===== src/sv/divisor_filter_compactor_top_assert.svh =====
// assertion macros for the divisor filter compactor
`ifndef DIVISOR_FILTER_COMPACTOR_TOP_ASSERT_SVH
`define DIVISOR_FILTER_COMPACTOR_TOP_ASSERT_SVH
`ifndef SYNTHESIS
`define DFC_ASSERT_IMPL(lbl, clk, rst_n, prop, msg) \
  lbl: assert property (@(posedge clk) disable iff (!rst_n) prop) else $error(msg);
`define DFC_ASSERT_NEXT(lbl, clk, rst_n, ante, cons, msg) \
  lbl: assert property (@(posedge clk) disable iff (!rst_n) ante |=> cons) else $error(msg);
`else
`define DFC_ASSERT_IMPL(lbl, clk, rst_n, prop, msg)
`define DFC_ASSERT_NEXT(lbl, clk, rst_n, ante, cons, msg)
`endif
`endif


===== src/sv/dfc_pkg.sv =====
// shared types and constants of the divisor filter compactor
package dfc_pkg;
  localparam int MaxDivisors = 128;
  localparam int IdxW = $clog2(MaxDivisors);
  localparam int CntW = $clog2(MaxDivisors + 1);
  localparam int QDepth = 2;

  localparam logic [1:0] KIND_CLEAR = 2'd0;
  localparam logic [1:0] KIND_ADD   = 2'd1;
  localparam logic [1:0] KIND_DATA  = 2'd2;

  localparam logic RES_VALUE   = 1'b0;
  localparam logic RES_SUMMARY = 1'b1;

  // classified command from front to back
  typedef enum logic [1:0] {
    CMD_CLEAR = 2'd0,
    CMD_ADD   = 2'd1,
    CMD_DATA  = 2'd2
  } cmd_kind_t;

  typedef struct packed {
    cmd_kind_t   kind;
    logic [31:0] value;
    logic [30:0] divisor;
    logic        batch_end;
  } cmd_t;

  typedef struct packed {
    logic        result_kind;
    logic [31:0] kept_value;
    logic [31:0] kept_count;
    logic [31:0] kept_sum;
    logic        final_of_run;
  } res_t;
endpackage


===== src/sv/dfc_if.sv =====
// handshake channels of the divisor filter compactor
interface dfc_in_if;
  logic        valid;
  logic        ready;
  logic [1:0]  kind;
  logic [31:0] value;
  logic [30:0] divisor;
  logic        batch_end;
  modport source (output valid, kind, value, divisor, batch_end, input ready);
  modport sink (input valid, kind, value, divisor, batch_end, output ready);
endinterface

interface dfc_out_if;
  logic        valid;
  logic        ready;
  logic        result_kind;
  logic [31:0] kept_value;
  logic [31:0] kept_count;
  logic [31:0] kept_sum;
  logic        final_of_run;
  modport source (output valid, result_kind, kept_value, kept_count, kept_sum,
                  final_of_run, input ready);
  modport sink (input valid, result_kind, kept_value, kept_count, kept_sum,
                final_of_run, output ready);
endinterface


===== src/sv/dfc_front.sv =====
// front: classifies input transactions and queues the useful ones
module dfc_front (
  input  logic          clk,
  input  logic          rst_n,
  dfc_in_if.sink        in_ch,
  output logic          q_valid,
  output dfc_pkg::cmd_t q_cmd,
  input  logic          q_pop
);
  localparam int PtrW = $clog2(dfc_pkg::QDepth);

  dfc_pkg::cmd_t    mem_r [dfc_pkg::QDepth];
  logic [PtrW-1:0]  wp_r, rp_r;
  logic [PtrW:0]    fill_r;
  logic             push, drop;
  dfc_pkg::cmd_t    cmd;

  assign in_ch.ready = (fill_r != PtrW'(0) + (PtrW+1)'(dfc_pkg::QDepth));
  // kind 3 and zero divisors never reach the back
  assign drop = (in_ch.kind != dfc_pkg::KIND_CLEAR) && (in_ch.kind != dfc_pkg::KIND_ADD)
             && (in_ch.kind != dfc_pkg::KIND_DATA)
             || ((in_ch.kind == dfc_pkg::KIND_ADD) && (in_ch.divisor == 31'd0));
  assign push = in_ch.valid && in_ch.ready && !drop;

  always_comb begin
    cmd.kind = dfc_pkg::CMD_DATA;
    case (in_ch.kind)
      dfc_pkg::KIND_CLEAR: cmd.kind = dfc_pkg::CMD_CLEAR;
      dfc_pkg::KIND_ADD:   cmd.kind = dfc_pkg::CMD_ADD;
      default:             cmd.kind = dfc_pkg::CMD_DATA;
    endcase
    cmd.value = in_ch.value;
    cmd.divisor = in_ch.divisor;
    cmd.batch_end = in_ch.batch_end;
  end

  always_ff @(posedge clk) begin
    if (push) begin
      mem_r[wp_r] <= cmd;
    end
    if (!rst_n) begin
      wp_r <= '0;
      rp_r <= '0;
      fill_r <= '0;
    end else begin
      if (push) wp_r <= wp_r + PtrW'(1);
      if (q_pop) rp_r <= rp_r + PtrW'(1);
      fill_r <= fill_r + (PtrW+1)'(push) - (PtrW+1)'(q_pop);
    end
  end

  assign q_valid = (fill_r != '0);
  assign q_cmd = mem_r[rp_r];
endmodule


===== src/sv/dfc_divider.sv =====
// iterative 32-bit unsigned remainder, one bit per cycle
module dfc_divider (
  input  logic        clk,
  input  logic        rst_n,
  input  logic        start,
  input  logic [31:0] dividend,
  input  logic [30:0] divisor,
  output logic        done,
  output logic        is_zero
);
  logic [31:0] quo_r;
  logic [31:0] rem_r;
  logic [30:0] div_r;
  logic [5:0]  cnt_r;
  logic        busy_r;
  logic [32:0] shifted, diff;

  assign shifted = {rem_r, quo_r[31]};
  assign diff = shifted - {2'b0, div_r};

  always_ff @(posedge clk) begin
    if (!rst_n) begin
      busy_r <= 1'b0;
      cnt_r <= '0;
      done <= 1'b0;
    end else begin
      done <= 1'b0;
      if (start) begin
        busy_r <= 1'b1;
        cnt_r <= 6'd32;
        quo_r <= dividend;
        rem_r <= '0;
        div_r <= divisor;
      end else if (busy_r) begin
        quo_r <= {quo_r[30:0], 1'b0};
        if (!diff[32]) rem_r <= diff[31:0];
        else rem_r <= shifted[31:0];
        cnt_r <= cnt_r - 6'd1;
        if (cnt_r == 6'd1) begin
          busy_r <= 1'b0;
          done <= 1'b1;
        end
      end
    end
  end

  assign is_zero = (rem_r == 32'd0);
endmodule


===== src/sv/dfc_back.sv =====
// back: divisor table, divisibility sweep and result register
module dfc_back (
  input  logic          clk,
  input  logic          rst_n,
  input  logic          q_valid,
  input  dfc_pkg::cmd_t q_cmd,
  output logic          q_pop,
  dfc_out_if.source     out_ch
);
  typedef enum logic [2:0] {
    ST_IDLE, ST_READ, ST_START, ST_WAIT, ST_EMIT_V, ST_EMIT_S
  } state_t;

  state_t                   state_r;
  logic [30:0]              table_r [dfc_pkg::MaxDivisors];
  logic [dfc_pkg::CntW-1:0] dcount_r;
  logic [dfc_pkg::CntW-1:0] idx_r;
  logic [30:0]              rd_r;
  logic [31:0]              mag_r;
  logic [31:0]              value_r;
  logic                     last_r;
  logic [31:0]              rcount_r, rsum_r;
  logic                     dv_start, dv_done, dv_zero;
  logic                     ovalid_r;
  logic                     emit_go;
  dfc_pkg::res_t            res_r;

  dfc_divider u_div (
    .clk(clk), .rst_n(rst_n), .start(dv_start), .dividend(mag_r), .divisor(rd_r),
    .done(dv_done), .is_zero(dv_zero)
  );

  assign dv_start = (state_r == ST_START);
  assign q_pop = (state_r == ST_IDLE) && q_valid;
  // result register free or draining this cycle
  assign emit_go = ((state_r == ST_EMIT_V) || (state_r == ST_EMIT_S))
                && (!ovalid_r || out_ch.ready);

  always_ff @(posedge clk) begin
    rd_r <= table_r[idx_r[dfc_pkg::IdxW-1:0]];
    if (q_pop && q_cmd.kind == dfc_pkg::CMD_ADD
        && dcount_r < dfc_pkg::CntW'(dfc_pkg::MaxDivisors)) begin
      table_r[dcount_r[dfc_pkg::IdxW-1:0]] <= q_cmd.divisor;
    end
  end

  always_ff @(posedge clk) begin
    if (!rst_n) begin
      state_r <= ST_IDLE;
      dcount_r <= '0;
      idx_r <= '0;
      rcount_r <= '0;
      rsum_r <= '0;
      ovalid_r <= 1'b0;
    end else begin
      if (emit_go) ovalid_r <= 1'b1;
      else if (out_ch.ready) ovalid_r <= 1'b0;
      case (state_r)
        ST_IDLE: begin
          if (q_valid) begin
            case (q_cmd.kind)
              dfc_pkg::CMD_CLEAR: dcount_r <= '0;
              dfc_pkg::CMD_ADD: begin
                if (dcount_r < dfc_pkg::CntW'(dfc_pkg::MaxDivisors))
                  dcount_r <= dcount_r + dfc_pkg::CntW'(1);
              end
              default: begin
                value_r <= q_cmd.value;
                last_r <= q_cmd.batch_end;
                mag_r <= q_cmd.value[31] ? (32'd0 - q_cmd.value) : q_cmd.value;
                idx_r <= '0;
                state_r <= (dcount_r == '0) ? ST_EMIT_V : ST_READ;
              end
            endcase
          end
        end
        ST_READ: state_r <= ST_START;
        ST_START: state_r <= ST_WAIT;
        ST_WAIT: begin
          if (dv_done) begin
            if (dv_zero) begin
              state_r <= last_r ? ST_EMIT_S : ST_IDLE;
            end else if (idx_r + dfc_pkg::CntW'(1) == dcount_r) begin
              state_r <= ST_EMIT_V;
            end else begin
              idx_r <= idx_r + dfc_pkg::CntW'(1);
              state_r <= ST_READ;
            end
          end
        end
        ST_EMIT_V: begin
          if (emit_go) begin
            res_r <= '{dfc_pkg::RES_VALUE, value_r, 32'd0, 32'd0, !last_r};
            if (rcount_r != 32'hFFFF_FFFF) rcount_r <= rcount_r + 32'd1;
            rsum_r <= rsum_r + value_r;
            state_r <= last_r ? ST_EMIT_S : ST_IDLE;
          end
        end
        ST_EMIT_S: begin
          if (emit_go) begin
            res_r <= '{dfc_pkg::RES_SUMMARY, 32'd0, rcount_r, rsum_r, 1'b1};
            rcount_r <= '0;
            rsum_r <= '0;
            state_r <= ST_IDLE;
          end
        end
        default: state_r <= ST_IDLE;
      endcase
    end
  end

  assign out_ch.valid = ovalid_r;
  assign out_ch.result_kind = res_r.result_kind;
  assign out_ch.kept_value = res_r.kept_value;
  assign out_ch.kept_count = res_r.kept_count;
  assign out_ch.kept_sum = res_r.kept_sum;
  assign out_ch.final_of_run = res_r.final_of_run;
endmodule


===== src/sv/divisor_filter_compactor_top.sv =====
// top level of the divisor filter compactor
//   channel | dir | payload
//   in_     | in  | kind, value, divisor, batch_end
//   out_    | out | result_kind, kept_value, kept_count, kept_sum, final_of_run
// table loads and clears are applied by the back end in its idle state, as it pops them
// a data value runs, per stored divisor, a table read, a divider start, 32 remainder
// steps in the bit-serial remainder unit and a done check; it stops at the first divisor
// that divides it, up to 128 divisors, and each result then waits in an emit state for the output
// synchronous active-low reset clears counters, queue and table count; no clearing pass
// a two-entry queue lets the front accept while the back works or the output stalls
`include "divisor_filter_compactor_top_assert.svh"
module divisor_filter_compactor_top (
  input  logic        clk,
  input  logic        rst_n,
  input  logic        in_valid,
  output logic        in_ready,
  input  logic [1:0]  in_kind,
  input  logic signed [31:0] in_value,
  input  logic [30:0] in_divisor,
  input  logic        in_batch_end,
  output logic        out_valid,
  input  logic        out_ready,
  output logic        out_result_kind,
  output logic signed [31:0] out_kept_value,
  output logic [31:0] out_kept_count,
  output logic signed [31:0] out_kept_sum,
  output logic        out_final_of_run
);
  dfc_in_if  in_ch ();
  dfc_out_if out_ch ();
  logic          q_valid, q_pop;
  dfc_pkg::cmd_t q_cmd;

  // channel wiring
  assign in_ch.valid = in_valid;
  assign in_ch.kind = in_kind;
  assign in_ch.value = in_value;
  assign in_ch.divisor = in_divisor;
  assign in_ch.batch_end = in_batch_end;
  assign in_ready = in_ch.ready;
  assign out_valid = out_ch.valid;
  assign out_ch.ready = out_ready;
  assign out_result_kind = out_ch.result_kind;
  assign out_kept_value = out_ch.kept_value;
  assign out_kept_count = out_ch.kept_count;
  assign out_kept_sum = out_ch.kept_sum;
  assign out_final_of_run = out_ch.final_of_run;

  // front classifies each transaction and queues the useful ones
  dfc_front u_front (
    .clk(clk), .rst_n(rst_n), .in_ch(in_ch),
    .q_valid(q_valid), .q_cmd(q_cmd), .q_pop(q_pop)
  );

  // back runs the divisor sweep and emits results
  dfc_back u_back (
    .clk(clk), .rst_n(rst_n), .q_valid(q_valid), .q_cmd(q_cmd),
    .q_pop(q_pop), .out_ch(out_ch)
  );

  `DFC_ASSERT_IMPL(a_pop_valid, clk, rst_n, q_pop |-> q_valid, "pop from empty queue")
  `DFC_ASSERT_IMPL(a_summary_final, clk, rst_n,
    (out_valid && out_result_kind) |-> out_final_of_run, "summary not final")
  `DFC_ASSERT_NEXT(a_out_hold, clk, rst_n, (out_valid && !out_ready), out_valid,
    "result dropped under stall")
endmodule


===== config.mk =====
export PLATFORM = sky130hd
export DESIGN_NAME = divisor_filter_compactor_top
export DESIGN_NICKNAME = d
export VERILOG_FILES = /design/src/sv/dfc_pkg.sv /design/src/sv/dfc_if.sv /design/src/sv/dfc_front.sv /design/src/sv/dfc_divider.sv /design/src/sv/dfc_back.sv /design/src/sv/divisor_filter_compactor_top.sv
export VERILOG_INCLUDE_DIRS = /design/src /design/src/sv
export SDC_FILE = /design/constraint.sdc
export NUM_CORES = 2
export LEC_CHECK = 0
export BUFFER_PORTS_ARGS = -buffer_cell sky130_fd_sc_hd__buf_2
export CORE_UTILIZATION = 30
export CTS_CLUSTER_DIAMETER = 80
export DETAILED_ROUTE_END_ITERATION = 6
export PLACE_DENSITY_LB_ADDON = 0.15
export SLEW_MARGIN = 20
export SYNTH_ARGS = -nofsm -noshare
export SYNTH_HDL_FRONTEND = slang
export SYNTH_MEMORY_MAX_BITS = 65536
export SYNTH_SLANG_ARGS = --single-unit

===== constraint.sdc =====
create_clock -name clk -period 6.2 [get_ports clk]
set_input_delay 1.24 -clock clk [delete_from_list [all_inputs] [get_ports clk]]
set_output_delay 1.24 -clock clk [all_outputs]
set_load 0.03 [all_outputs]

==> flow_summary.json <==
{
  "cts_root_buf": "clkbuf_16",
  "row_count": 279,
  "rsz0062_at_grt": "no",
  "drtIter0Drc": 8085,
  "hold_buffers": 0,
  "postLayoutCoreUtil_pct": 35.17,
  "hold_start": "in_divisor[10]",
  "worst_setup_path_end_kind": "flop",
  "ys.flop_type": "edfxtp_1",
  "power_mw": 69.49,
  "yosys_warnings": 0,
  "finClkSkew_ns": 0.08537,
  "synth_nets": 7826,
  "stdcell_count": 16450,
  "synth_edf_count": 4357,
  "crit_path_start_kind": "flop",
  "finalHoldViolations": 0,
  "drv_cap": 0,
  "hpwl_um": 293600,
  "fin_nets": 8430,
  "dr.pass1.iters": 7,
  "max-slew-margin-rel_pct": 18.77,
  "die_x_um": 762.6,
  "core_area_mm2": 0.5767,
  "synth-seq-cells": 4485,
  "clock_sinks": 4485,
  "dp_slack_ns": 1.314,
  "cts_setup_buffers": 0,
  "postRouteAntennaNets": 0,
  "peakVddDrop_uv": 277.8,
  "portBuffers": 169,
  "synthAdderAreaFrac_pct": 0.5349,
  "htreeDepth": 5,
  "status": "finished, violations left",
  "drive_gt1_share_pct": 31.36,
  "dieArea_mm2": 0.5816,
  "hold_ws_ns": 0.3801,
  "cts_tree": "built",
  "place.gp.congestion": 0.7988,
  "yosys.area_share.simple_pct": 2.213,
  "grt_util_all_layers_pct": 17.11,
  "synth-compound-area-share_pct": 1.032,
  "drc": 152,
  "vias": 82050,
  "synth.area.mux_share_pct": 17.63,
  "area_delta_synth_final_pct": 16.87,
  "clk_latency_ns": 1.06,
  "ys_seq_area_share_pct": 76.86,
  "design_area_mm2": 0.2028,
  "syn_area_per_cell_um2": 22.59,
  "postLayoutSetupSlackWorst_ns": 1.362,
  "slew_violations": 0,
  "grt_pass1_wl_um": 704300,
  "grt_max_degree": 129,
  "wirelength_um": 507500,
  "antenna_found_initial": 36,
  "start_util_pct": 30.10,
  "ys_async_sr_fraction_pct": 0,
  "clock.fmax_mhz": 206.7,
  "dpl.cell_count": 15530,
  "netlist_area_mm2": 0.1736,
  "cts_buffers": 483,
  "clk_pin_slew_ns": 0.06,
  "violations": "design-rule violations",
  "synth_top_family_by_area": "multiplexers",
  "ctsResizeCount": 0,
  "crit_type": "flop to flop",
  "path_cells": "mux2_2, or3_1, nor3b_2, and2_0, nand3b_1, buf_4, nor2_4, buf_4",
  "power_leakage_nw": 61.31,
  "postPlaceCellArea_mm2": 0.1868,
  "required_ns": 6.89,
  "crit_path_frequent_cell": "buf_4",
  "synthXorXnorAreaFrac_pct": 0.6560,
  "hold_class": "input pin to flop",
  "crit_path_max_incr_delay_ns": 0.76,
  "grt_pass1_vias": 86310,
  "viasPerCell": 4.988,
  "arrival_ns": 5.53,
  "cts_buffer_depth": 4,
  "finalSetupTns_ns": 0,
  "layout_min_cycle_time_ns": 4.838,
  "setup_viol": 0,
  "synth_cell_type_count": 69,
  "slowest_stage": "nor2_4",
  "power.density_mw_per_mm2": 342.6,
  "io-pin-count": 170,
  "grt_overflow": 0,
  "syn_inst": 7683,
  "worstPathMaxFanout": 17,
  "die_h_um": 762.6,
  "fin_crit_sh_pct": 78.03,
  "routedWlPerCell_um": 30.85,
  "worstMarginPinSlew_ns": 1.218
}
cell usage in the layout (no fill, tap or decap), types with 55 or more instances in the layout:
| cell | Yosys | layout |
|---|---|---|
| nor2_4 | 0 | 131 |
| clkbuf_16 | 0 | 483 |
| buf_2 | 84 | 169 |
| nand2_1 | 203 | 202 |
| clkinv_2 | 0 | 89 |
| dfxtp_1 | 128 | 119 |
| o21ai_0 | 72 | 70 |
| mux4_2 | 1295 | 1295 |
| clkinv_1 | 0 | 126 |
| inv_1 | 81 | 80 |
| a21oi_1 | 80 | 77 |
| nor2_1 | 321 | 190 |
| edfxtp_1 | 4357 | 4357 |
| bufinv_16 | 0 | 55 |
| buf_4 | 6 | 268 |
| clkbuf_1 | 224 | 88 |
| ha_1 | 71 | 71 |
| and3_1 | 79 | 78 |
| xnor2_1 | 79 | 79 |
flip-flops by register name, summed over array words and instances, names as in the netlist, 6 cells and up, named ones only:
signal                    count
u_back.table_r             3968
u_front.mem_r               132
u_back.out_ch.kept_count     32
u_back.out_ch.kept_sum       32
u_back.out_ch.kept_value     32
u_back.rcount_r              32
u_back.rsum_r                32
u_back.u_div.quo_r           32
u_back.u_div.rem_r           32
u_back.value_r               32
u_back.mag_r                 31
u_back.rd_r                  31
u_back.u_div.div_r           31
u_back.dcount_r               8
u_back.idx_r                  8
u_back.u_div.cnt_r            6
layout make-up:
cell class / count / area [um^2]
multi-input combinational: 2742 / 39510
antenna: 16 / 40.04
clock buffer: 576 / 12490
tap: 7727 / 9668
fill: 53210 / 373900
clock inverter: 328 / 3387
inverter: 81 / 304.0
sequential: 4485 / 133400
timing repair buffer: 494 / 4015
synthesized netlist by cell type (all sizes together), types with 19 or more instances:
cell       n  area [um^2]
xnor2     79        691.9
o21ai     74        370.4
mux2i     53        530.5
xor2      51        446.7
a21o      23        172.7
inv       81        304.0
ha        71        888.4
and3      79        494.2
nand3     34        170.2
mux4    1295        29170
nand2    203        762.0
mux2      80        900.9
nor4      28        175.2
clkbuf   224        840.8
nor3      27        135.1
edfxtp  4357       130800
buf      151        716.9
nor2     321         1205
or3       19        118.9
dfxtp    128         2562
a21oi     80        400.4
and2      45        281.5
critical path: cells and delay by family (launching register included):
kind / cells / cell delay, ns
simple gates: 5 / 2.61
buf+inv: 2 / 0.85
flops: 1 / 0.55
mux: 1 / 0.42
routing by layer:
layer / track usage, % / up-vias / wire, um
li1: - / 33680 / -
met1: 23.58 / 45500 / 220800
met2: 29.02 / 2262 / 251200
met3: 2.190 / 609 / 24100
met4: 3.738 / 2 / 11420
met5: 0 / - / 13
report_power, final:
group          internal, mW  switching, mW  total (mW)  leakage [nW]
combinational         0.998           3.88        4.88          13.3
sequential             35.5          0.185        35.6          40.3
clock                  16.7           12.3        29.0          7.71
final timing paths:
| check | endpoint | slack [ns] | cells past startpoint |
|---|---|---|---|
| worst max-delay path | u_back.table_r[66][10] | 1.36 | 8 |
| worst min-delay path | u_front.mem_r[0][11] | 0.38 | 1 |
| worst max register to register | u_back.table_r[66][10] | 1.36 | 8 |
| worst min register to register | u_back.u_div.div_r[7] | 0.40 | 0 |
cells by family (layout without fill, tap and decap cells):
group | after synthesis | in the layout
buf+inv | 456 | 1479
other cells | 0 | 16
compound gates | 282 | 282
mux | 1428 | 1428
xor+xnor | 130 | 130
fa+ha+maj | 73 | 73
flops | 4485 | 4485
simple gates | 829 | 829
No activity file was read; power rests on OpenSTA's default activity.
